===== src/hdl/ivan_pkg.sv =====
`timescale 1ns / 1ps
package ivan_pkg;

  localparam int unsigned CordicIters = 30;
  localparam logic signed [33:0] CordicK = 34'sd652032874;
  localparam logic signed [33:0] Q30Pi = 34'sd3373259426;
  localparam logic signed [33:0] Q30HalfPi = 34'sd1686629713;

  typedef enum logic [2:0] {
    REG_ACCEL_LIMIT = 3'd0,
    REG_COEF_B0     = 3'd1,
    REG_COEF_A1     = 3'd2,
    REG_COEF_A2     = 3'd3,
    REG_GRAVITY     = 3'd4,
    REG_INV_DT      = 3'd5
  } ivan_reg_e;

  typedef enum logic [4:0] {
    S_IDLE = 5'b00001,
    S_CORE = 5'b00010,
    S_ROT  = 5'b00100,
    S_NORM = 5'b01000,
    S_DONE = 5'b10000
  } ivan_state_e;

  // Sequencer step shared by all lanes.
  typedef struct packed {
    logic       run;
    logic [4:0] cnt;
  } ivan_step_t;

  function automatic logic signed [33:0] atan_q30(input logic [4:0] idx);
    logic signed [33:0] r;
    begin
      case (idx)
        5'd0: r = 34'sd843314856;
        5'd1: r = 34'sd497837829;
        5'd2: r = 34'sd263043836;
        5'd3: r = 34'sd133525158;
        5'd4: r = 34'sd67021686;
        5'd5: r = 34'sd33543515;
        5'd6: r = 34'sd16775850;
        5'd7: r = 34'sd8388437;
        5'd8: r = 34'sd4194282;
        5'd9: r = 34'sd2097149;
        5'd10: r = 34'sd1048575;
        5'd11: r = 34'sd524287;
        5'd12: r = 34'sd262143;
        5'd13: r = 34'sd131071;
        5'd14: r = 34'sd65535;
        5'd15: r = 34'sd32767;
        5'd16: r = 34'sd16383;
        5'd17: r = 34'sd8191;
        5'd18: r = 34'sd4095;
        5'd19: r = 34'sd2047;
        5'd20: r = 34'sd1023;
        5'd21: r = 34'sd511;
        5'd22: r = 34'sd255;
        5'd23: r = 34'sd127;
        5'd24: r = 34'sd63;
        5'd25: r = 34'sd31;
        5'd26: r = 34'sd15;
        5'd27: r = 34'sd8;
        5'd28: r = 34'sd4;
        5'd29: r = 34'sd2;
        default: r = 34'sd0;
      endcase
      return r;
    end
  endfunction

endpackage


===== src/hdl/ivan_cordic.sv =====
`timescale 1ns / 1ps
module ivan_cordic import ivan_pkg::*; (
  input  logic               clk_i,
  input  ivan_step_t         step_i,
  input  logic signed [18:0] angle_i,
  output logic signed [31:0] sin_o,
  output logic signed [31:0] cos_o
);

  logic signed [33:0] x_q, y_q, z_q;
  logic               neg_q;
  logic signed [33:0] z0, xs, ys;
  logic [4:0]         idx;

  always_comb begin
    z0 = 34'(angle_i) <<< 14;
    idx = step_i.cnt - 5'd1;
    xs = x_q >>> idx;
    ys = y_q >>> idx;
  end

  always_ff @(posedge clk_i) begin
    if (step_i.run) begin
      if (step_i.cnt == 5'd0) begin
        // Fold the angle into [-pi/2, pi/2]; flip both outputs if folded.
        x_q <= CordicK;
        y_q <= '0;
        if (z0 > Q30HalfPi) begin
          z_q <= z0 - Q30Pi;
          neg_q <= 1'b1;
        end else if (z0 < -Q30HalfPi) begin
          z_q <= z0 + Q30Pi;
          neg_q <= 1'b1;
        end else begin
          z_q <= z0;
          neg_q <= 1'b0;
        end
      end else if (step_i.cnt <= 5'(CordicIters)) begin
        if (z_q >= 0) begin
          x_q <= x_q - ys;
          y_q <= y_q + xs;
          z_q <= z_q - atan_q30(idx);
        end else begin
          x_q <= x_q + ys;
          y_q <= y_q - xs;
          z_q <= z_q + atan_q30(idx);
        end
      end
    end
  end

  assign sin_o = neg_q ? -y_q[31:0] : y_q[31:0];
  assign cos_o = neg_q ? -x_q[31:0] : x_q[31:0];

endmodule


===== config.mk =====
export PLATFORM = sky130hd
export DESIGN_NAME = ivan_cordic
export DESIGN_NICKNAME = d
export VERILOG_FILES = /design/src/hdl/ivan_pkg.sv /design/src/hdl/ivan_cordic.sv
export SDC_FILE = /design/constraint.sdc
export NUM_CORES = 1
export LEC_CHECK = 0
export BUFFER_PORTS_ARGS = -buffer_cell sky130_fd_sc_hd__buf_4
export CORE_MARGIN = 1.5
export CORE_UTILIZATION = 40
export DETAILED_ROUTE_END_ITERATION = 10
export SYNTH_ARGS = -nofsm -noshare
export SYNTH_HDL_FRONTEND = slang
export SYNTH_SLANG_ARGS = --single-unit

===== constraint.sdc =====
create_clock -name clk_i -period 9.7 [get_ports clk_i]
set_input_delay 0.97 -clock clk_i [delete_from_list [all_inputs] [get_ports clk_i]]
set_output_delay 0.97 -clock clk_i [all_outputs]
set_load 0.01 [all_outputs]

## After elaboration in Yosys (flattened, before gate mapping)

Memory sizes are Yosys's and may differ from the RTL's.
Index checks and enable logic that the tools add are counted.

- Word-level logic and storage cells: 47
- Bits in read-only memories: 1920
- Memories: 2
- Flip-flop bits (word level): 103

- Mux-type cells: 20
- Reductions and logical operators: 4
- Add/sub/neg operators: 11
- Magnitude comparators: 4
- Shift operators: 2

Memories:

| memory | words | width | rd ports | clocked after memory_dff | write ports | line | text |
|---|---|---|---|---|---|---|---|
| (name not given) | 32 | 30 | 1 | 0 | 0 | ivan_pkg.sv:35 | `case (idx)` |
| (name not given) | 32 | 30 | 1 | 0 | 0 | ivan_pkg.sv:35 |  |

Operator list:

| cell | number |
|---|---|
| $mux 34 | 17 |
| $add 34x34->34 | 3 |
| $sub 34x34->34 | 3 |
| $sshr 34x5->34 | 2 |
| $mux 32 | 2 |
| $neg 32->32 | 2 |
| $add 33x33->34 const B | 1 |
| $ge 34x1->1 const B | 1 |
| $sub 33x33->34 const B | 1 |
| $gt 33x32->1 const B | 1 |
| $lt 33x32->1 const B | 1 |
| $le 5x5->1 const B | 1 |
| $logic_not 5->1 | 1 |
| $sub 5x1->5 const B | 1 |
| $reduce_and 2->1 | 2 |
| $reduce_bool 2->1 | 1 |
| $mux 1 | 1 |

## Logic depth before layout (Yosys ltp)

An unclocked memory read counts as a cell.

- Depth in word-level cells: 10
- Depth in mapped cells: 38

## Least setup slack after synthesis

No wires, ideal clock.

- Path type: in2reg
- From: input step_i[0] (netlist bit)
- To: register y_q[32] (data pin)
- Path buffers: 8
- Arrival time: 7.821 ns
- Stages on the path: 29
- Required time: 9.565 ns
- Setup time: 0.135 ns
- Setup slack: 1.743 ns
- Path through: buf_6 > buf_6 > clkinv_1 > buf_2 > buf_4 > buf_6 > ha_1 > inv_1 > ha_1 > buf_4 > buf_4 > buf_1 > mux4_2 > mux2i_1 > mux2i_1 > a221o_1 > or3_1 > nand3b_4 > o41ai_1 > xnor2_1 > ha_1 > nand2_1 > or3_1 > o21a_1 > o31ai_1 > o31a_1 > o21ai_0 > or4b_2 > nand3_1

- Longest elaborated chain between the ends: 5
- Elaborated cells between the ends (all ways): 7
- Those cells by class: add/sub (3); shift (1); mux (2); reduce/logical (1)

RTL lines:

| element | line | text |
|---|---|---|
| from (decl) | ivan_cordic.sv:4 | `input ivan_step_t step_i,` |
| $sub 5x1->5 | ivan_cordic.sv:17 | `idx = step_i.cnt - 5'd1;` |
| $sshr 34x5->34 | ivan_cordic.sv:18 | `xs = x_q >>> idx;` |
| $sub 34x34->34 / $add 34x34->34 (equally long branches) | ivan_cordic.sv:45, ivan_cordic.sv:41 |  |
| $mux 34 | ivan_cordic.sv:39 | `if (z_q >= 0) begin` |
| $mux 34 | ivan_cordic.sv:38 | `end else if (step_i.cnt <= 5'(CordicIters)) begin` |
| to (signal assigned) | ivan_cordic.sv:41 | `y_q <= y_q + xs;` |
| to (signal assigned) | ivan_cordic.sv:45 | `y_q <= y_q - xs;` |
| to (decl) | ivan_cordic.sv:10 | `logic signed [33:0] x_q, y_q, z_q;` |

Several ways; a longest one is shown, not always the timed one. The select of a mux whose other input is x is not followed.
A chain may end at the register's enable or synchronous reset.

## Final worst setup path

- From: input step_i[1] (netlist bit)
- To: register z_q[32] (data pin)

- Longest elaborated chain between the ends: 10
- Elaborated cells between the ends (all ways): 17
- Those cells by class: add/sub (3); mux (11); reduce/logical (1); memory (2)

RTL lines:

| element | line | text |
|---|---|---|
| $sub 5x1->5 | ivan_cordic.sv:17 |  |
| $mem_v2 32x30 | -- |  |
| $mux 34 | ivan_cordic.sv:39 |  |
| $mux 34 | ivan_cordic.sv:38 |  |
| $mux 34 | ivan_cordic.sv:24 | `if (step_i.cnt == 5'd0) begin` |
| $mux 34 | ivan_cordic.sv:23 | `if (step_i.run) begin` |
| $add 34x34->34 / $sub 34x34->34 (equally long branches) | ivan_cordic.sv:46, ivan_cordic.sv:42 |  |
| $mux 34 | ivan_cordic.sv:39 |  |
| $mux 34 | ivan_cordic.sv:38 |  |
| $mux 34 * | ivan_cordic.sv:24 |  |
| to (signal assigned) | ivan_cordic.sv:29 | `z_q <= z0 - Q30Pi;` |
| to (signal assigned) | ivan_cordic.sv:42 | `z_q <= z_q - atan_q30(idx);` |
| to (signal assigned) | ivan_cordic.sv:46 | `z_q <= z_q + atan_q30(idx);` |
| to (decl) | ivan_cordic.sv:10 |  |

Mark *: on every way between the ends. The rest lies on a longest branch, timed or not. The select of a mux whose other input is x is not followed.

==> results_dict.tcl <==
set metrics [dict create \
    max_slew.worst_pin.slew_ns 1.39 \
    cts_max_level 3 \
    fmaxAchievable_ghz 0.123 \
    synth_warnings 0 \
    cts_hold_buf 0 \
    syn_to_final_growth_pct 7.01 \
    r2r_end "y_q[32]$_SDFFCE_PP0P_" \
    netlist_instances 2219 \
    routed-via-count 17600 \
    numPortBuffers 89 \
    first_pass_iters 7 \
    stdcell_count 2780 \
    dieWidth_um 216 \
    worstPathArrival_ns 8.30 \
    dr.first_iter.drc_count 1783 \
    async_flop_share_pct 0 \
    regToRegSetupSlack_ns 3.29 \
    cts_buffer_depth 2 \
    synth_nets 2365 \
    avgSynthCellArea_sq_um 8.19 \
    worstSetupStartpoint "step_i[1]" \
    period_share_pct 83.8 \
    hold_class "reg -> reg" \
    n_antenna_cell 0 \
    endpoint "z_q[32]$_DFFE_PP_" \
    setup_violations 0 \
    grt.total_usage_pct 28.4 \
    cts_tree "yes" \
    synth_flop_cell "edfxtp_1" \
    period_needed_ns 8.13 \
    skew_ns 0.0187 \
    post_cts_buffers 0 \
    synth_area_sq_um 18200 \
    slew_headroom_pct 5.02 \
    core_sq_um 44500 \
    rsz0062_at_grt "false" \
    antenna_found_initial 0 \
    drtAntennaViolNets 0 \
    synth_edf_count 103 \
    drc 0 \
    slew_viol_final 0 \
    r2r-start "x_q[29]$_SDFFCE_PP1P_" \
    wl_um 66700 \
    dp_hpwl_um 50300 \
    dieArea_sq_um 46700 \
    cts-root-buf "clkbuf_16" \
    routedWlPerCell_um 24.0 \
    clk_latency_ns 0.42 \
    criticalPathCategory "in -> reg" \
    synth.distinct_cells 98 \
    initial_core_util_pct 40.8 \
    rr_worst_depth 18 \
    grt-ovfl-total 0 \
    numCtsBuffers 9 \
    layout_commonest_cell "nand2_1" \
    hold_viol 0 \
    dp.cells 2764 \
    final_cell_mix "217 x nand2_1, 172 x nor2_1, 166 x xnor2_1" \
    die_y_um 216 \
    routed_via_density 6.33 \
    cp.required_ns 9.87 \
    status "complete, no violations" \
    cts_num_sinks 103 \
    drive_gt1_share_pct 13.6 \
    gp_congestion 0.995 \
    crit_path_start_kind "input pin" \
    crit_fanout 36 \
    ys_seq_elements 103 \
    io-pin-count 90 \
    grt_max_degree 74 \
    rows 77 \
    ctsResizeCount 0 \
    ys_seq_area_share_pct 17.0 \
    cts.clk_slew.worst_paths_ns 0.08 \
    fin_nets 2329 \
    endpoint_kind "register" \
    maxCapViolCount 0 \
    first_global_vias 16500 \
    holdWs_ns 0.742 \
    grt_pass1_wl_um 103000 \
    finalSetupTns_ns 0 \
]
[layout make-up]
| class | instances | area [sq um] |
|---|---|---|
| well taps | 592 | 741 |
| fillers | 4471 | 25100 |
| clock buffers | 9 | 225 |
| flip-flops and latches | 103 | 3090 |
| repair buffers | 122 | 941 |
| clock inverters | 7 | 85.1 |
| multi-input cells | 1899 | 14200 |
| inverters | 48 | 180 |
[worst max-delay path, cell delays in order]
cell	delay [ns]
buf_4	0.18
inv_1	0.21
ha_1	0.33
inv_1	0.13
ha_4	0.60
clkinv_1	0.65
nor2_1	0.73
o311ai_0	0.27
o311ai_0	0.26
and2_1	0.24
nand2_1	0.07
nor3b_1	0.35
a21o_1	0.53
xnor2_1	0.17
ha_1	0.35
a21o_1	0.19
a21oi_1	0.17
o21ai_0	0.15
o211ai_1	0.34
a211oi_1	0.17
o21ai_0	0.41
a211oi_1	0.14
a211oi_1	0.29
nor4b_1	0.09
a211o_1	0.29
[metal layers]
metal	vias up	global-route usage, %	part of all wire [%]
met2	641	45.6	46
li1	8239	-	-
met3	108	4.38	6.5
met4	0	9.51	3.3
met1	8602	38.7	44
met5	-	0	0
[kinds of logic after synthesis]
family,count (synthesis),share of synthesized area [%]
and+or+nand+nor,675,18.1
AOI/OAI and AO/OA,661,24.1
xor gates and xnor gates,247,11.9
buffers and inverters,217,5.27
muxes,196,15.2
adders and majority gates,120,8.39
DFF,103,17.0
[stage by stage]
stage / util [%] / setup WS (ns) / cell area, sq um
2_1_floorplan: - / 1.74 / 18200
5_1_grt: 43.7 / 0.997 / 19400
6_report: 43.7 / 1.57 / 19400
3_5_place_dp: 43.0 / 1.26 / 19100
3_3_place_gp: 43.0 / 1.46 / 19100
4_1_cts: 43.7 / 1.67 / 19400
[cells in the mapped netlist, types with 29 or more instances]
cell type	count	area, sq um
nor2_1	173	649
a211oi_1	29	218
xnor2_1	168	1470
mux4_2	57	1280
ha_1	117	1460
inv_1	45	169
mux2_2	50	563
edfxtp_1	103	3090
a21o_1	64	480
nand3_1	48	240
o31ai_1	38	285
buf_2	38	190
clkbuf_1	103	387
xor2_1	79	692
mux2i_1	88	881
o21ai_0	152	761
nand2_1	218	818
nor3_1	36	180
a21oi_1	154	771
nand2b_1	37	231
[sequential cells by signal, summed over array words and instances (netlist names)]
| signal | count |
|---|---|
| z_q | 34 |
| neg_q | 1 |
| x_q | 34 |
| y_q | 34 |
[how the worst min path moves through the flow]
stage / from / endpoint / slack [ns] / depth (start not counted)
CTS: z_q[0]$_SDFFCE_PP0P_ / z_q[0]$_SDFFCE_PP0P_ / 0.75 / 3
global placement: z_q[0]$_SDFFCE_PP0P_ / z_q[0]$_SDFFCE_PP0P_ / 0.73 / 3
global route: z_q[0]$_SDFFCE_PP0P_ / z_q[0]$_SDFFCE_PP0P_ / 0.78 / 3
detailed placement: z_q[0]$_SDFFCE_PP0P_ / z_q[0]$_SDFFCE_PP0P_ / 0.73 / 3
finish: z_q[0]$_SDFFCE_PP0P_ / z_q[0]$_SDFFCE_PP0P_ / 0.74 / 3
floorplan: x_q[6]$_SDFFCE_PP1P_ / x_q[6]$_SDFFCE_PP1P_ / 0.70 / 3
Power is left out: the tool's default activity adds up to more than one toggle a clock period on the data nets, which glitch-free logic cannot reach.
