[config.mk]
export PLATFORM = sky130hd
export DESIGN_NAME = ivan_biquad_lane
export DESIGN_NICKNAME = d
export VERILOG_FILES = /design/src/hdl/ivan_pkg.sv /design/src/hdl/ivan_biquad_lane.sv
export SDC_FILE = /design/constraint.sdc
export NUM_CORES = 2
export LEC_CHECK = 0
export ABC_AREA = 1
export BUFFER_PORTS_ARGS = -buffer_cell sky130_fd_sc_hd__buf_4
export CAP_MARGIN = 30
export CORE_UTILIZATION = 59
export CTS_BUF_LIST = sky130_fd_sc_hd__clkbuf_2
export DETAILED_ROUTE_END_ITERATION = 8
export GPL_TIMING_DRIVEN = 0
export PLACE_DENSITY_LB_ADDON = 0.08
export SLEW_MARGIN = 15
export SYNTH_ARGS = -nofsm -noshare
export SYNTH_HDL_FRONTEND = slang
export SYNTH_SLANG_ARGS = --single-unit
[constraint.sdc]
create_clock -name clk_i -period 15.8 [get_ports clk_i]
set_input_delay 0.79 -clock clk_i [delete_from_list [all_inputs] [get_ports clk_i]]
set_output_delay 0.79 -clock clk_i [all_outputs]
set_load 0.03 [all_outputs]
[src/hdl/ivan_pkg.sv]
`timescale 1ns / 1ps
package ivan_pkg;

  localparam int unsigned CordicIters = 30;
  localparam logic signed [33:0] CordicK = 34'sd652032874;
  localparam logic signed [33:0] Q30Pi = 34'sd3373259426;
  localparam logic signed [33:0] Q30HalfPi = 34'sd1686629713;

  typedef enum logic [2:0] {
    REG_ACCEL_LIMIT = 3'd0,
    REG_COEF_B0     = 3'd1,
    REG_COEF_A1     = 3'd2,
    REG_COEF_A2     = 3'd3,
    REG_GRAVITY     = 3'd4,
    REG_INV_DT      = 3'd5
  } ivan_reg_e;

  typedef enum logic [4:0] {
    S_IDLE = 5'b00001,
    S_CORE = 5'b00010,
    S_ROT  = 5'b00100,
    S_NORM = 5'b01000,
    S_DONE = 5'b10000
  } ivan_state_e;

  // Sequencer step shared by all lanes.
  typedef struct packed {
    logic       run;
    logic [4:0] cnt;
  } ivan_step_t;

  function automatic logic signed [33:0] atan_q30(input logic [4:0] idx);
    logic signed [33:0] r;
    begin
      case (idx)
        5'd0: r = 34'sd843314856;
        5'd1: r = 34'sd497837829;
        5'd2: r = 34'sd263043836;
        5'd3: r = 34'sd133525158;
        5'd4: r = 34'sd67021686;
        5'd5: r = 34'sd33543515;
        5'd6: r = 34'sd16775850;
        5'd7: r = 34'sd8388437;
        5'd8: r = 34'sd4194282;
        5'd9: r = 34'sd2097149;
        5'd10: r = 34'sd1048575;
        5'd11: r = 34'sd524287;
        5'd12: r = 34'sd262143;
        5'd13: r = 34'sd131071;
        5'd14: r = 34'sd65535;
        5'd15: r = 34'sd32767;
        5'd16: r = 34'sd16383;
        5'd17: r = 34'sd8191;
        5'd18: r = 34'sd4095;
        5'd19: r = 34'sd2047;
        5'd20: r = 34'sd1023;
        5'd21: r = 34'sd511;
        5'd22: r = 34'sd255;
        5'd23: r = 34'sd127;
        5'd24: r = 34'sd63;
        5'd25: r = 34'sd31;
        5'd26: r = 34'sd15;
        5'd27: r = 34'sd8;
        5'd28: r = 34'sd4;
        5'd29: r = 34'sd2;
        default: r = 34'sd0;
      endcase
      return r;
    end
  endfunction

endpackage

[src/hdl/ivan_biquad_lane.sv]
`timescale 1ns / 1ps
module ivan_biquad_lane import ivan_pkg::*; #(
  parameter int unsigned SatBits = 32
) (
  input  logic               clk_i,
  input  logic               rst_ni,
  input  ivan_step_t         step_i,
  input  logic signed [31:0] acc_i,
  input  logic [30:0]        limit_i,
  input  logic signed [31:0] b0_i,
  input  logic signed [31:0] a1_i,
  input  logic signed [31:0] a2_i,
  output logic signed [31:0] f_o
);

  localparam logic signed [67:0] SatHi = (68'sd1 <<< (SatBits - 1)) - 68'sd1;
  localparam logic signed [67:0] SatLo = -SatHi - 68'sd1;

  logic signed [31:0] x_q, d1_q, d2_q, y1_q, y2_q;
  logic signed [63:0] prod_q;
  logic signed [67:0] acc_q;
  logic signed [31:0] lim, x_clamp, op_a, op_b, f_sat;
  logic signed [67:0] term, rnd;

  always_comb begin
    lim = $signed({1'b0, limit_i});
    if (acc_i > lim) begin
      x_clamp = lim;
    end else if (acc_i < -lim) begin
      x_clamp = -lim;
    end else begin
      x_clamp = acc_i;
    end

    case (step_i.cnt)
      5'd2: begin op_a = b0_i; op_b = d1_q; end
      5'd3: begin op_a = b0_i; op_b = d2_q; end
      5'd4: begin op_a = a1_i; op_b = y1_q; end
      5'd5: begin op_a = a2_i; op_b = y2_q; end
      default: begin op_a = b0_i; op_b = x_q; end
    endcase

    // Term issued last cycle: middle tap doubles, feedback taps subtract.
    term = 68'(prod_q);
    if (step_i.cnt == 5'd3) begin
      term = term <<< 1;
    end else if (step_i.cnt == 5'd5 || step_i.cnt == 5'd6) begin
      term = -term;
    end

    rnd = (acc_q + 68'sd536870912) >>> 30;
    if (rnd > SatHi) begin
      f_sat = SatHi[31:0];
    end else if (rnd < SatLo) begin
      f_sat = SatLo[31:0];
    end else begin
      f_sat = rnd[31:0];
    end
  end

  always_ff @(posedge clk_i) begin
    if (step_i.run) begin
      if (step_i.cnt == 5'd0) begin
        x_q <= x_clamp;
      end
      if (step_i.cnt >= 5'd1 && step_i.cnt <= 5'd5) begin
        prod_q <= op_a * op_b;
      end
      if (step_i.cnt == 5'd1) begin
        acc_q <= '0;
      end else if (step_i.cnt >= 5'd2 && step_i.cnt <= 5'd6) begin
        acc_q <= acc_q + term;
      end
    end
  end

  always_ff @(posedge clk_i or negedge rst_ni) begin
    if (!rst_ni) begin
      d1_q <= '0;
      d2_q <= '0;
      y1_q <= '0;
      y2_q <= '0;
    end else if (step_i.run && step_i.cnt == 5'd7) begin
      d2_q <= d1_q;
      d1_q <= x_q;
      y2_q <= y1_q;
      y1_q <= f_sat;
    end
  end

  assign f_o = y1_q;

endmodule

Yosys cells after proc, flatten, opt, wreduce, memory -nomap -nowiden
Index checks and enable logic that the tools add are counted.
{"block": "totals", "in_bits": 167, "regBits": 292, "output_inout_bits": 32}
{"block": "op_classes", "order_cmp": 8, "reduce_logical": 9, "mux": 9, "n_addsub": 4, "multipliers": 1, "n_eq_ne": 7}
{"cell": "$mux W68", "count": 3}
{"cell": "$pmux W32 S4", "count": 1}
{"cell": "$mux W32", "count": 3}
{"cell": "$add A68 B31 Y68 const B", "count": 1}
{"cell": "$add A68 B68 Y68", "count": 1}
{"cell": "$neg A64 Y68", "count": 1}
{"cell": "$mul A32 B32 Y64", "count": 1}
{"cell": "$pmux W32 S2", "count": 1}
{"cell": "$gt A38 B32 Y1 const B", "count": 1}
{"cell": "$lt A38 B32 Y1 const B", "count": 1}
{"cell": "$gt A32 B32 Y1", "count": 1}
{"cell": "$lt A32 B32 Y1", "count": 1}
{"cell": "$neg A31 Y32", "count": 1}
{"cell": "$mux W31", "count": 1}
{"cell": "$eq A5 B3 Y1 const B", "count": 4}
{"cell": "$eq A5 B2 Y1 const B", "count": 2}
{"cell": "$le A5 B3 Y1 const B", "count": 2}
{"cell": "$reduce_and A2 Y1", "count": 3}
{"cell": "$eq A5 B1 Y1 const B", "count": 1}
{"cell": "$ge A5 B1 Y1 const B", "count": 1}
{"cell": "$ge A5 B2 Y1 const B", "count": 1}
{"cell": "$logic_not A5 Y1", "count": 1}
{"cell": "$logic_and A1 B1 Y1", "count": 3}
{"cell": "$reduce_bool A2 Y1", "count": 1}
{"cell": "$logic_or A1 B1 Y1", "count": 1}

Longest topological paths before layout
{"block": "logic_depth", "ltp_word": 6, "mapped_depth": 42, "ltp_nobuf": 40}

Worst setup path before layout
OpenSTA, ideal clock, no wires.
{"block": "synth_path", "kind": "input to register", "from": "in step_i[4] (netlist bit)", "to": "reg prod_q[58] (data pin)", "arrival_time_ns": 8.375, "cell_stages": 30, "setup_slack_ns": 7.173, "setup_time_ns": 0.253, "cell_sequence": "nor2_2 -> nand2_2 -> nor2_2 -> buf_2 -> o32a_1 -> o21a_1 -> inv_2 -> buf_2 -> nor2_1 -> inv_1 -> fa_1 -> fa_1 -> fa_1 -> inv_1 -> fa_1 -> fa_1 -> fa_1 -> inv_1 -> fa_1 -> fa_1 -> inv_1 -> ha_1 -> nand2_1 -> nor2_1 -> inv_1 -> nor2_1 -> nand2_1 -> or2_2 -> nand4_1 -> nand2_1"}
{"block": "synth_between", "elab_chain_len": 3, "word_cells_on_any_way": 7, "classes_between": "mul (1); eq/ne (4); mux (2)"}
{"item": "start: declaration", "line_no": "ivan_biquad_lane.sv:7", "text": "input ivan_step_t step_i,"}
{"item": "$eq A5 B3 Y1 / $eq A5 B2 Y1 (equally long branches)", "line_no": "ivan_biquad_lane.sv:35", "text": "case (step_i.cnt)"}
{"item": "$pmux W32 S4 / $pmux W32 S2 (equally long branches)", "line_no": "ivan_biquad_lane.sv:35"}
{"item": "$mul A32 B32 Y64 *", "line_no": "ivan_biquad_lane.sv:67", "text": "prod_q <= op_a * op_b;"}
{"item": "end signal: assignment", "line_no": "ivan_biquad_lane.sv:67"}
{"item": "end: declaration", "line_no": "ivan_biquad_lane.sv:20", "text": "logic signed [63:0] prod_q;"}
Every way passes the cells marked *; elsewhere a longest branch is shown, timed or not.
A chain may end at the register's enable or synchronous reset.

Final worst setup path
{"block": "layout_path", "from": "in step_i[4] (netlist bit)", "to": "reg prod_q[57] (data pin)"}
The elaborated chain is that of the path after synthesis.

==> out/results.tsv <==
metric	value	unit
outcome	complete, but fails checks	
failing checks	design-rule violations	
Yosys cell types	54	
Max Root-Sink Buffers	3	
Final min period	11.06	ns
multi-input logic area	44900	um2
floorplan row count	116	
final setup TNS	0	ns
Post-synth top flop	edfxtp_1	
final core utilization	0.641	
die area	104000	um2
RSZ-0062 raised after global routing	no	
Synth Area in XOR/XNOR	0.0251	
Ports	199	
crit path max fanout	11	
Slew Limit Fails	0	
clock transition at the registers of the reported paths	0.12	ns
commonest non-fill, non-tap cell in the layout	nand2_1	
Layout area overhead	7.08	%
Seq/Total Area, Yosys	0.135	
Synth Warn #	0	
synthesized cell area	60300	um2
clock sinks	292	
DR iter-0 viols	7747	
IO Port Bufs	197	
die height	322	um
initial antenna violation count	15	
cell taking the most area after synthesis	fa_1	
Worst path slowest cell	fa_1	
Post-synth ARST share	0.438	
hpwl dp	203000	um
Root Buffer	clkbuf_2	
CP Data Required Time	16.57	ns
terminus of the critical flop-to-flop path	prod_q[57]	
Cells on Worst Hold Path	3	
global-route wire length before repair	351000	um
Adder-Cell Fraction of Synth Area	0.425	
Top cell by count, worst path	fa_1	
# setup viols final	0	
gpl congestion	1.16	
largest net degree at the start of global routing	73	
vias per cell	6.00	
Fill cells	8930	
largest family of logic cells by synthesized area	adder cells	
routed length per instance	25.5	um
die width	322	um
Startpoint Class	input pin	
CTS tree	done	
post-synthesis mux area share	0	
core area	101000	um2
HP Class	input pin to register	
Critical Path AT	11.84	ns
Total GRT Usage	0.471	
post-synth net total	9365	
Slew @ Worst Pin	1.32	ns
Initial Util	0.599	
share of the synthesized area in the top cell type	0.359	
crit-path max cell delay	1.15	ns
worst reg2reg setup slack	5.51	ns
Final ANT Viol Nets	0	
GRT Residual Overflow	0	
Final Net Count	9666	
hold endpoint	x_q[29]	
number of synthesized flops with an enable pin	164	
total CTS buffers	71	
CP Class	input pin to register	
fmax	90.4	MHz
Skew-Pair Late Insertion Delay	1.09	ns
H-tree levels	3	
worst reg2reg path startpoint	f_o[5]	
syn_area_per_cell	7.74	um2
Tcrit/Tclk final	0.700	
simple-gate share of the synthesized area	0.210	
most frequent cells in the layout	nand2_1 (1664), inv_1 (1584), nor2_1 (1132)	
# resized after CTS	0	
Worst Clk Skew	0.125	ns
Post-Syn Instances	7799	
startpoint of the worst hold path	limit_i[29]	
First-pass DRT Iterations	9	
number of global-route vias before repair	55300	
DRT Wirelength	243000	um
Storage cell area	8130	um2
Final Hold Viols	0	
relative slew slack	0.119	
DR DRC count	42	
cells on worst reg2reg path	26	
post-synthesis compound-gate area fraction	0.0837	
largest cells by area after synthesis	fa_1 (36%), nand2_1 (10%), inv_1 (9.9%)	
total of max-cap violations	0	
share of layout cells above drive strength 1	0.0741	
Via Count	57200	
synthesized flop and latch total	292	
CP endpoint kind	register	
[cell type report]
cell class / count / share of cell area
diodes: 13 / 0.000504
plain buffers: 253 / 0.0194
multi-input cells: 5628 / 0.695
flip-flops and latches: 292 / 0.126
inverters: 1626 / 0.0945
clock buffers: 101 / 0.00782
well taps: 1357 / 0.0263
clock inverters: 27 / 0.00246
repair buffers: 228 / 0.0285
[cells in the mapped netlist, types with 8 or more instances]
| cell type | number |
|---|---|
| o221ai_1 | 24 |
| nor3_1 | 48 |
| o211ai_1 | 18 |
| o21ai_0 | 317 |
| buf_2 | 131 |
| nor4_1 | 17 |
| buf_1 | 10 |
| nand2_1 | 1664 |
| a22oi_1 | 22 |
| inv_2 | 34 |
| edfxtp_1 | 164 |
| o21bai_1 | 21 |
| nand4_1 | 48 |
| nor2_2 | 13 |
| fa_1 | 1083 |
| o32a_1 | 10 |
| a21boi_0 | 13 |
| clkinv_1 | 8 |
| clkbuf_1 | 87 |
| nand3b_1 | 9 |
| o21a_1 | 36 |
| o21ai_2 | 18 |
| a21oi_1 | 314 |
| a21o_1 | 24 |
| a31oi_1 | 21 |
| nand2_2 | 13 |
| xor2_1 | 130 |
| inv_1 | 1584 |
| xnor2_1 | 43 |
| nor2_1 | 1132 |
| or2_2 | 8 |
| dfrtp_1 | 128 |
| buf_4 | 12 |
| o21ai_1 | 9 |
| nand3_1 | 220 |
| buf_6 | 13 |
| ha_1 | 316 |
[cells by family (layout without fill, tap and decap cells)]
group           count (synthesis)  in the layout
simple gates                 3186           3186
buf+inv                      1879           2235
fa+ha+maj                    1399           1399
compound gates                870            870
flops                         292            292
xor+xnor                      173            173
other cells                     0             13
[per-layer routing]
layer  GRT usage  vias to the layer above  share of wire
met4       0.279                       12          0.075
li1            -                    24300              -
met5      0.0199                        -         0.0013
met1       0.625                    27500           0.37
met2       0.633                     4356           0.39
met3       0.203                      999           0.16
[registers in the layout, indices dropped and copies added, names as in the netlist]
| name | count |
|---|---|
| f_o | 32 |
| d1_q | 32 |
| prod_q | 64 |
| acc_q | 68 |
| x_q | 32 |
| y2_q | 32 |
| d2_q | 32 |
[per-stage QoR]
stage | instance area [um2] | instances | setup slack (ns) | hold WS, ns
after floorplan | 60300 | 7799 | 7.17 | 0.442
after global placement | 63500 | 9353 | 4.19 | 0.460
after detailed placement | 63800 | 9377 | 4.12 | 0.465
after CTS | 64500 | 9507 | 5.16 | 0.00582
after global routing | 64600 | 9517 | 4.75 | -0.0243
final | 64600 | 9525 | 4.74 | 0.0568
[worst max-delay path by stage]
stage	start	end	slack [ns]	cells past startpoint
6_report	step_i[4]	prod_q[57]	4.74	32
3_5_place_dp	step_i[4]	prod_q[56]	4.12	36
3_3_place_gp	step_i[4]	prod_q[57]	4.19	34
5_1_grt	step_i[4]	prod_q[56]	4.75	33
4_1_cts	step_i[4]	prod_q[56]	5.16	36
2_1_floorplan	step_i[4]	prod_q[58]	7.17	30
[timing repair]
item | CTS | global route
hold buffers | 2 | 0
setup endpoints to repair | 0 | 0
hold endpoints to repair | 57 | 0
buffers inserted | 0 | 0
[critical path, delay by kind of cell]
kind,cells,cell delay (ns)
buffers and inverters,8,2.06
adders and majority gates,9,5.42
and+or+nand+nor,9,1.66
AOI/OAI and AO/OA,6,1.85
Power is not shown: default switching activity piles up to over one toggle a cycle in this logic, so the estimate is an artifact.
