[src/hdl/ivan_pkg.sv]
`timescale 1ns / 1ps
package ivan_pkg;

  localparam int unsigned CordicIters = 30;
  localparam logic signed [33:0] CordicK = 34'sd652032874;
  localparam logic signed [33:0] Q30Pi = 34'sd3373259426;
  localparam logic signed [33:0] Q30HalfPi = 34'sd1686629713;

  typedef enum logic [2:0] {
    REG_ACCEL_LIMIT = 3'd0,
    REG_COEF_B0     = 3'd1,
    REG_COEF_A1     = 3'd2,
    REG_COEF_A2     = 3'd3,
    REG_GRAVITY     = 3'd4,
    REG_INV_DT      = 3'd5
  } ivan_reg_e;

  typedef enum logic [4:0] {
    S_IDLE = 5'b00001,
    S_CORE = 5'b00010,
    S_ROT  = 5'b00100,
    S_NORM = 5'b01000,
    S_DONE = 5'b10000
  } ivan_state_e;

  // Sequencer step shared by all lanes.
  typedef struct packed {
    logic       run;
    logic [4:0] cnt;
  } ivan_step_t;

  function automatic logic signed [33:0] atan_q30(input logic [4:0] idx);
    logic signed [33:0] r;
    begin
      case (idx)
        5'd0: r = 34'sd843314856;
        5'd1: r = 34'sd497837829;
        5'd2: r = 34'sd263043836;
        5'd3: r = 34'sd133525158;
        5'd4: r = 34'sd67021686;
        5'd5: r = 34'sd33543515;
        5'd6: r = 34'sd16775850;
        5'd7: r = 34'sd8388437;
        5'd8: r = 34'sd4194282;
        5'd9: r = 34'sd2097149;
        5'd10: r = 34'sd1048575;
        5'd11: r = 34'sd524287;
        5'd12: r = 34'sd262143;
        5'd13: r = 34'sd131071;
        5'd14: r = 34'sd65535;
        5'd15: r = 34'sd32767;
        5'd16: r = 34'sd16383;
        5'd17: r = 34'sd8191;
        5'd18: r = 34'sd4095;
        5'd19: r = 34'sd2047;
        5'd20: r = 34'sd1023;
        5'd21: r = 34'sd511;
        5'd22: r = 34'sd255;
        5'd23: r = 34'sd127;
        5'd24: r = 34'sd63;
        5'd25: r = 34'sd31;
        5'd26: r = 34'sd15;
        5'd27: r = 34'sd8;
        5'd28: r = 34'sd4;
        5'd29: r = 34'sd2;
        default: r = 34'sd0;
      endcase
      return r;
    end
  endfunction

endpackage

[src/hdl/ivan_norm_lane.sv]
`timescale 1ns / 1ps
module ivan_norm_lane import ivan_pkg::*; (
  input  logic               clk_i,
  input  logic               rst_ni,
  input  ivan_step_t         step_i,
  input  logic signed [31:0] value_i,
  output logic signed [17:0] norm_o
);

  logic [31:0] peak_q;
  logic [31:0] rem_q;
  logic [16:0] quo_q;
  logic        neg_q;
  logic [31:0] mag, peak_new;
  logic [47:0] num;
  logic [32:0] trial;
  logic        bit_set;

  always_comb begin
    mag = value_i[31] ? 32'(-33'(value_i)) : 32'(value_i);
    peak_new = (mag > peak_q) ? mag : peak_q;
    num = {mag, 16'd0} + 48'(peak_new >> 1);
    trial = {rem_q, quo_q[16]};
    bit_set = (trial >= {1'b0, peak_q});
  end

  always_ff @(posedge clk_i or negedge rst_ni) begin
    if (!rst_ni) begin
      peak_q <= 32'd65536;
    end else if (step_i.run && step_i.cnt == 5'd0) begin
      peak_q <= peak_new;
    end
  end

  // Restoring division, one quotient bit per step; numerator bits shift out
  // of quo_q as quotient bits shift in.
  always_ff @(posedge clk_i) begin
    if (step_i.run) begin
      if (step_i.cnt == 5'd0) begin
        rem_q <= {1'b0, num[47:17]};
        quo_q <= num[16:0];
        neg_q <= value_i[31];
      end else if (step_i.cnt <= 5'd17) begin
        rem_q <= bit_set ? 32'(trial - {1'b0, peak_q}) : trial[31:0];
        quo_q <= {quo_q[15:0], bit_set};
      end
    end
  end

  assign norm_o = neg_q ? -$signed({1'b0, quo_q}) : $signed({1'b0, quo_q});

endmodule

[config.mk]
export PLATFORM = sky130hd
export DESIGN_NAME = ivan_norm_lane
export DESIGN_NICKNAME = d
export VERILOG_FILES = /design/src/hdl/ivan_pkg.sv /design/src/hdl/ivan_norm_lane.sv
export SDC_FILE = /design/constraint.sdc
export NUM_CORES = 1
export LEC_CHECK = 0
export ABC_CLOCK_PERIOD_IN_PS = 9900
export BUFFER_PORTS_ARGS = -buffer_cell sky130_fd_sc_hd__buf_2
export CORE_MARGIN = 4
export CORE_UTILIZATION = 60
export DETAILED_ROUTE_END_ITERATION = 10
export PLACE_DENSITY = 0.81
export SLEW_MARGIN = 20
export SYNTH_ARGS = -nofsm -noshare
export SYNTH_HDL_FRONTEND = slang
export SYNTH_SLANG_ARGS = --single-unit
[constraint.sdc]
create_clock -name clk_i -period 9.9 [get_ports clk_i]
set_input_delay 1.98 -clock clk_i [delete_from_list [all_inputs] [get_ports clk_i]]
set_output_delay 1.98 -clock clk_i [all_outputs]
set_load 0.02 [all_outputs]
Word-level counts from Yosys, hierarchy flattened

Cells that the tools add are included.
Widths: inputs -> output; s select.

Add/sub/neg operators: 4
Magnitude comparators: 3
Multiplexer cells: 8
Reduce and logical (&&, ||, !) cells: 6

Operators with widths:

| operator           | count |
|---|---|
| $mux 32            | 4 |
| $add 48x31->48     | 1 |
| $mux 17            | 2 |
| $ge 33x32->1       | 1 |
| $gt 32x32->1       | 1 |
| $neg 32->32        | 1 |
| $sub 32x32->32     | 1 |
| $mux 31            | 1 |
| $mux 18            | 1 |
| $neg 17->18        | 1 |
| $reduce_and 2->1   | 3 |
| $le 5x5->1 const B | 1 |
| $logic_not 5->1    | 1 |
| $reduce_bool 2->1  | 1 |
| $logic_and 1x1->1  | 1 |

Register bits: 82
Input bits: 40
Output and inout port bits: 18

Logic depth before layout (Yosys ltp)

Depth in word-level cells: 6
Mapped depth: 27

Worst setup path after synthesis

OpenSTA, ideal clock, no wires.

Path type: input-to-reg
Start point: input port value_i[19]
End point: register rem_q[27], data pin
Setup time: 274 ps
Arrival: 7953 ps
Data required time: 9626 ps
Setup slack: 1673 ps
Cell stages on the path: 26
Path buffers: 2
Cells stage by stage: buf_2 -> or4_1 -> or2_4 -> or3_4 -> o31ai_1 -> xnor2_1 -> ha_1 -> a21o_1 -> a21o_1 -> a2111oi_0 -> o31a_1 -> a21oi_1 -> and2_1 -> clkbuf_1 -> o21ai_0 -> o21ai_0 -> ha_1 -> fa_1 -> a211oi_1 -> o21ai_0 -> a2111oi_0 -> nor3_1 -> o31a_1 -> nor4b_4 -> a311oi_1 -> a211oi_2

Cells in the longest elaborated chain, start to end: 6

RTL lines:

| item                   | RTL line             | RTL |
|---|---|---|
| start: declaration     | ivan_norm_lane.sv:6  | `input logic signed [31:0] value_i,` |
| $neg 32->32            | ivan_norm_lane.sv:20 | `mag = value_i[31] ? 32'(-33'(value_i)) : 32'(value_i);` |
| $mux 32 *              | ivan_norm_lane.sv:20 |  |
| $gt 32x32->1 *         | ivan_norm_lane.sv:21 | `peak_new = (mag > peak_q) ? mag : peak_q;` |
| $mux 32 *              | ivan_norm_lane.sv:21 |  |
| net peak_new[17]       | ivan_norm_lane.sv:14 | `logic [31:0] mag, peak_new;` |
| $add 48x31->48 *       | ivan_norm_lane.sv:22 | `num = {mag, 16'd0} + 48'(peak_new >> 1);` |
| $mux 31 *              | ivan_norm_lane.sv:39 | `if (step_i.cnt == 5'd0) begin` |
| end signal: assignment | ivan_norm_lane.sv:40 | `rem_q <= {1'b0, num[47:17]};` |
| end signal: assignment | ivan_norm_lane.sv:44 | `rem_q <= bit_set ? 32'(trial - {1'b0, peak_q}) : trial[31:0];` |
| end: declaration       | ivan_norm_lane.sv:11 | `logic [31:0] rem_q;` |

Mark *: on every way through the listed nets, which the timed path passes. The rest lies on a longest branch.
A chain may end at the register's enable or synchronous reset.

Worst setup path in the final report

Start point: input port value_i[10]
End point: register rem_q[27], data pin

Cells in the longest elaborated chain, start to end: 6

RTL lines:

| item             | RTL line |
|---|---|
| $neg 32->32      | ivan_norm_lane.sv:20 |
| $mux 32 *        | ivan_norm_lane.sv:20 |
| $gt 32x32->1     | ivan_norm_lane.sv:21 |
| $mux 32 *        | ivan_norm_lane.sv:21 |
| net peak_new[17] | ivan_norm_lane.sv:14 |
| $add 48x31->48 * | ivan_norm_lane.sv:22 |
| $mux 31 *        | ivan_norm_lane.sv:39 |

Marks and branches as above.

==> out/qor.yml <==
ys_ff_latch: 82
rsz0062_at_grt: "no"
drc: 0
detail_route.vias_per_cell: 6.69
grt_max_degree: 72
worstReg2RegEnd: "rem_q[29]"
cp-startpoint: "value_i[10]"
synthToLayoutAreaGrowth_pct: 8.06
number_of_buffers_inserted_during_clock_tree_synthesis: 9
timing_worst_setup_path_type: "input pin to flop"
antenna_fix_cells: 0
clock_insertion_delay_worst_skew_ps: 360
die-height_um: 130
routedWlPerCell_um: 20.4
grt_pass1_vias: 8164
achievable-frequency_ghz: 0.111
cts.repair.resized: 0
total_leakage_power_uw: 0.00391
antenna_violating_nets_left: 0
regToRegSetupSlack_ps: 4040
synthesis.nets: 1176
final_period_minus_worst_setup_slack_ps: 9020
outcome: "complete, no violations"
cap_violations: 0
async_reset_ff_share_pct: 39.0
measured_slew_at_the_worst_slew_check_pin_ps: 1050
mean_syn_cell_area_um2: 8.50
maxUsedRoutingLayer: "met4"
detailroute.via_count: 8502
grt_antenna_before_repair: 0
finalHoldViolations: 0
ctsRootBufferMaster: "sky130_fd_sc_hd__clkbuf_16"
numPortBuffers: 57
synth-edff-count: 50
synth_sequential_area_ratio_pct: 25.7
post_route_clock_skew_ps: 8.83
ir_drop_mv: 0.188
layout_cell_share_with_drive_strength_beyond_1_pct: 13.8
core_region_area_mm2: 0.0146
yosysWarnings: 0
cts_htree_levels: 3
final-setup-viol-count: 0
layout_common_cells: "sky130_fd_sc_hd__nand2_1 (100), sky130_fd_sc_hd__o21ai_0 (84), sky130_fd_sc_hd__ha_1 (81), sky130_fd_sc_hd__a21oi_1 (75), sky130_fd_sc_hd__xnor2_1 (61)"
top_level_ports: 58
wl_met3_mm: 1.76
gr-total-overflow: 0
worst_hold_slack_across_all_endpoints_ps: 506
crit_path_end_kind: "flop"
routedLengthMet1_mm: 10.7
die_w_um: 130
drtPass1Iterations: 5
dp_cells: 1254
row_count: 44
clkSinkCount: 82
floorplan.initialDensity_pct: 61.4
cp.required_ps: 9990
layout.nets: 1204
postRouteWirelength_mm: 25.9
most_common_cell_after_layout_fill_and_taps_aside: "sky130_fd_sc_hd__nand2_1"
fillCellCount: 1250
mapped_area_mm2: 0.00895
worstReg2RegStart: "peak_q[1]"
synth_cell_type_count: 83
clock_tree.buffer_depth: 2
tritoncts: "built"
cp_data_arrival_time_ps: 9110
clock_pin_slew_reported_for_the_worst_setup_and_hold_paths_after_clock_tree_synthesis_ps: 70
place_congestion: 0.969
post_cts_hold_buffer_count: 0
grt_pass1_wl_mm: 42.3
cp_max_fo: 31
layout.cells.non_filler: 1270
r2r.worst_path.cells: 19
timing.final.max_slew_violations: 0
power.density_mw_per_mm2: 246
post_synth_inst_count: 1053
grt_util_all_layers_pct: 31.7
worstHoldPathType: "flop to flop"
setup-tns-final_ps: 0
place.detailed.hpwl_mm: 19.7
post_cts_buffers: 0
ys_dominant_reg_cell: "sky130_fd_sc_hd__edfxtp_1"
period_utilization_post_route_pct: 91.1
dieArea_mm2: 0.0169
crit_end: "rem_q[27]"
max_slew_headroom_pct: 30.3
drt-initial-drc-count: 800
route.met2.wl_mm: 12.2
start_kind: "input pin"
==> stage by stage <==
stage	util [%]	area (um^2)	setup slack [ps]	power (uW)
2_1_floorplan	-	8950	1670	1640
3_3_place_gp	64.2	9360	738	1960
3_5_place_dp	64.2	9360	642	1980
4_1_cts	66.3	9670	965	2350
5_1_grt	66.3	9670	162	2560
6_report	66.3	9670	880	2380
==> where the power goes <==
| part | internal, uW | switching, uW |
|---|---|---|
| registers | 492 | 52.3 |
| clock network | 200 | 160 |
| logic | 594 | 885 |
==> cell usage after synthesis, types with 17 or more instances <==
| cell type | count | area (um^2) |
|---|---|---|
| sky130_fd_sc_hd__a21oi_1 | 75 | 375 |
| sky130_fd_sc_hd__nand2_1 | 100 | 375 |
| sky130_fd_sc_hd__dfrtp_1 | 31 | 776 |
| sky130_fd_sc_hd__nand3_1 | 19 | 95.1 |
| sky130_fd_sc_hd__o21ai_0 | 84 | 420 |
| sky130_fd_sc_hd__a21o_1 | 23 | 173 |
| sky130_fd_sc_hd__nor2_1 | 48 | 180 |
| sky130_fd_sc_hd__xnor2_1 | 61 | 534 |
| sky130_fd_sc_hd__mux2_2 | 33 | 372 |
| sky130_fd_sc_hd__mux2i_1 | 17 | 170 |
| sky130_fd_sc_hd__edfxtp_1 | 50 | 1500 |
| sky130_fd_sc_hd__o31ai_1 | 29 | 218 |
| sky130_fd_sc_hd__clkbuf_1 | 41 | 154 |
| sky130_fd_sc_hd__ha_1 | 81 | 1010 |
| sky130_fd_sc_hd__inv_1 | 48 | 180 |
| sky130_fd_sc_hd__xor2_1 | 21 | 184 |
| sky130_fd_sc_hd__a31oi_1 | 20 | 125 |
| sky130_fd_sc_hd__nor3_1 | 38 | 190 |
| sky130_fd_sc_hd__or3_1 | 19 | 119 |
==> state kept, by name (all words and copies together) (netlist names) <==
signal	flops
neg_q	1
peak_q	32
rem_q	32
quo_q	17
==> per-layer routing <==
| metal | GRT usage [%] | up-vias |
|---|---|---|
| li1 | - | 4007 |
| met1 | 40.6 | 4080 |
| met2 | 51.7 | 330 |
| met3 | 5.16 | 85 |
| met4 | 16.1 | 0 |
| met5 | 0 | - |
==> cell families (layout without fill, tap and decap cells) <==
group                    Yosys count  count (layout)  share of synthesized area (%)
flip-flops                        82              82                           25.7
multiplexers                      50              50                           6.05
XOR/XNOR                          83              83                           8.20
buffers and inverters            101             134                           4.51
adder cells (fa/ha/maj)           83              83                           11.8
AND/OR/NAND/NOR                  331             331                           19.8
AO/OA/AOI/OAI                    323             323                           23.9
==> cell type report <==
type / count / area, um^2 / area share (%)
clock buffers: 9 / 225 / 2.33
clock inverters: 7 / 85.1 / 0.879
inverters: 49 / 184 / 1.90
multi-input cells: 870 / 6270 / 64.8
flip-flops and latches: 82 / 2300 / 23.8
well taps: 184 / 230 / 2.38
repair buffers: 69 / 375 / 3.88
==> critical path, stage by stage <==
cell and delay [ps]:
sky130_fd_sc_hd__buf_2 110, sky130_fd_sc_hd__or4_1 630, sky130_fd_sc_hd__nand4b_4 380, sky130_fd_sc_hd__or3_4 520, sky130_fd_sc_hd__o31ai_1 270, sky130_fd_sc_hd__xnor2_1 270
sky130_fd_sc_hd__ha_1 330, sky130_fd_sc_hd__a21o_1 160, sky130_fd_sc_hd__a21o_1 170, sky130_fd_sc_hd__a2111oi_0 430, sky130_fd_sc_hd__o31a_1 200, sky130_fd_sc_hd__a21oi_1 70
sky130_fd_sc_hd__and2_1 500, sky130_fd_sc_hd__o21ai_0 280, sky130_fd_sc_hd__o21ai_0 120, sky130_fd_sc_hd__ha_1 240, sky130_fd_sc_hd__fa_1 440, sky130_fd_sc_hd__a211oi_1 350
sky130_fd_sc_hd__o21ai_0 180, sky130_fd_sc_hd__a2111oi_0 390, sky130_fd_sc_hd__nor3_1 180, sky130_fd_sc_hd__o31a_1 340, sky130_fd_sc_hd__nor4b_4 180, sky130_fd_sc_hd__a311oi_1 320
sky130_fd_sc_hd__a211oi_2 50
==> how the worst min path moves through the flow <==
stage	startpoint	to	slack, ps	depth (start not counted)
after floorplan	peak_q[17]	peak_q[17]	480	1
after global placement	peak_q[27]	peak_q[27]	490	1
after detailed placement	peak_q[31]	peak_q[31]	500	1
after CTS	peak_q[31]	peak_q[31]	510	1
after global routing	peak_q[24]	peak_q[24]	530	1
final	peak_q[23]	peak_q[23]	510	1
Note: power is estimated with default switching activity, not from simulation.
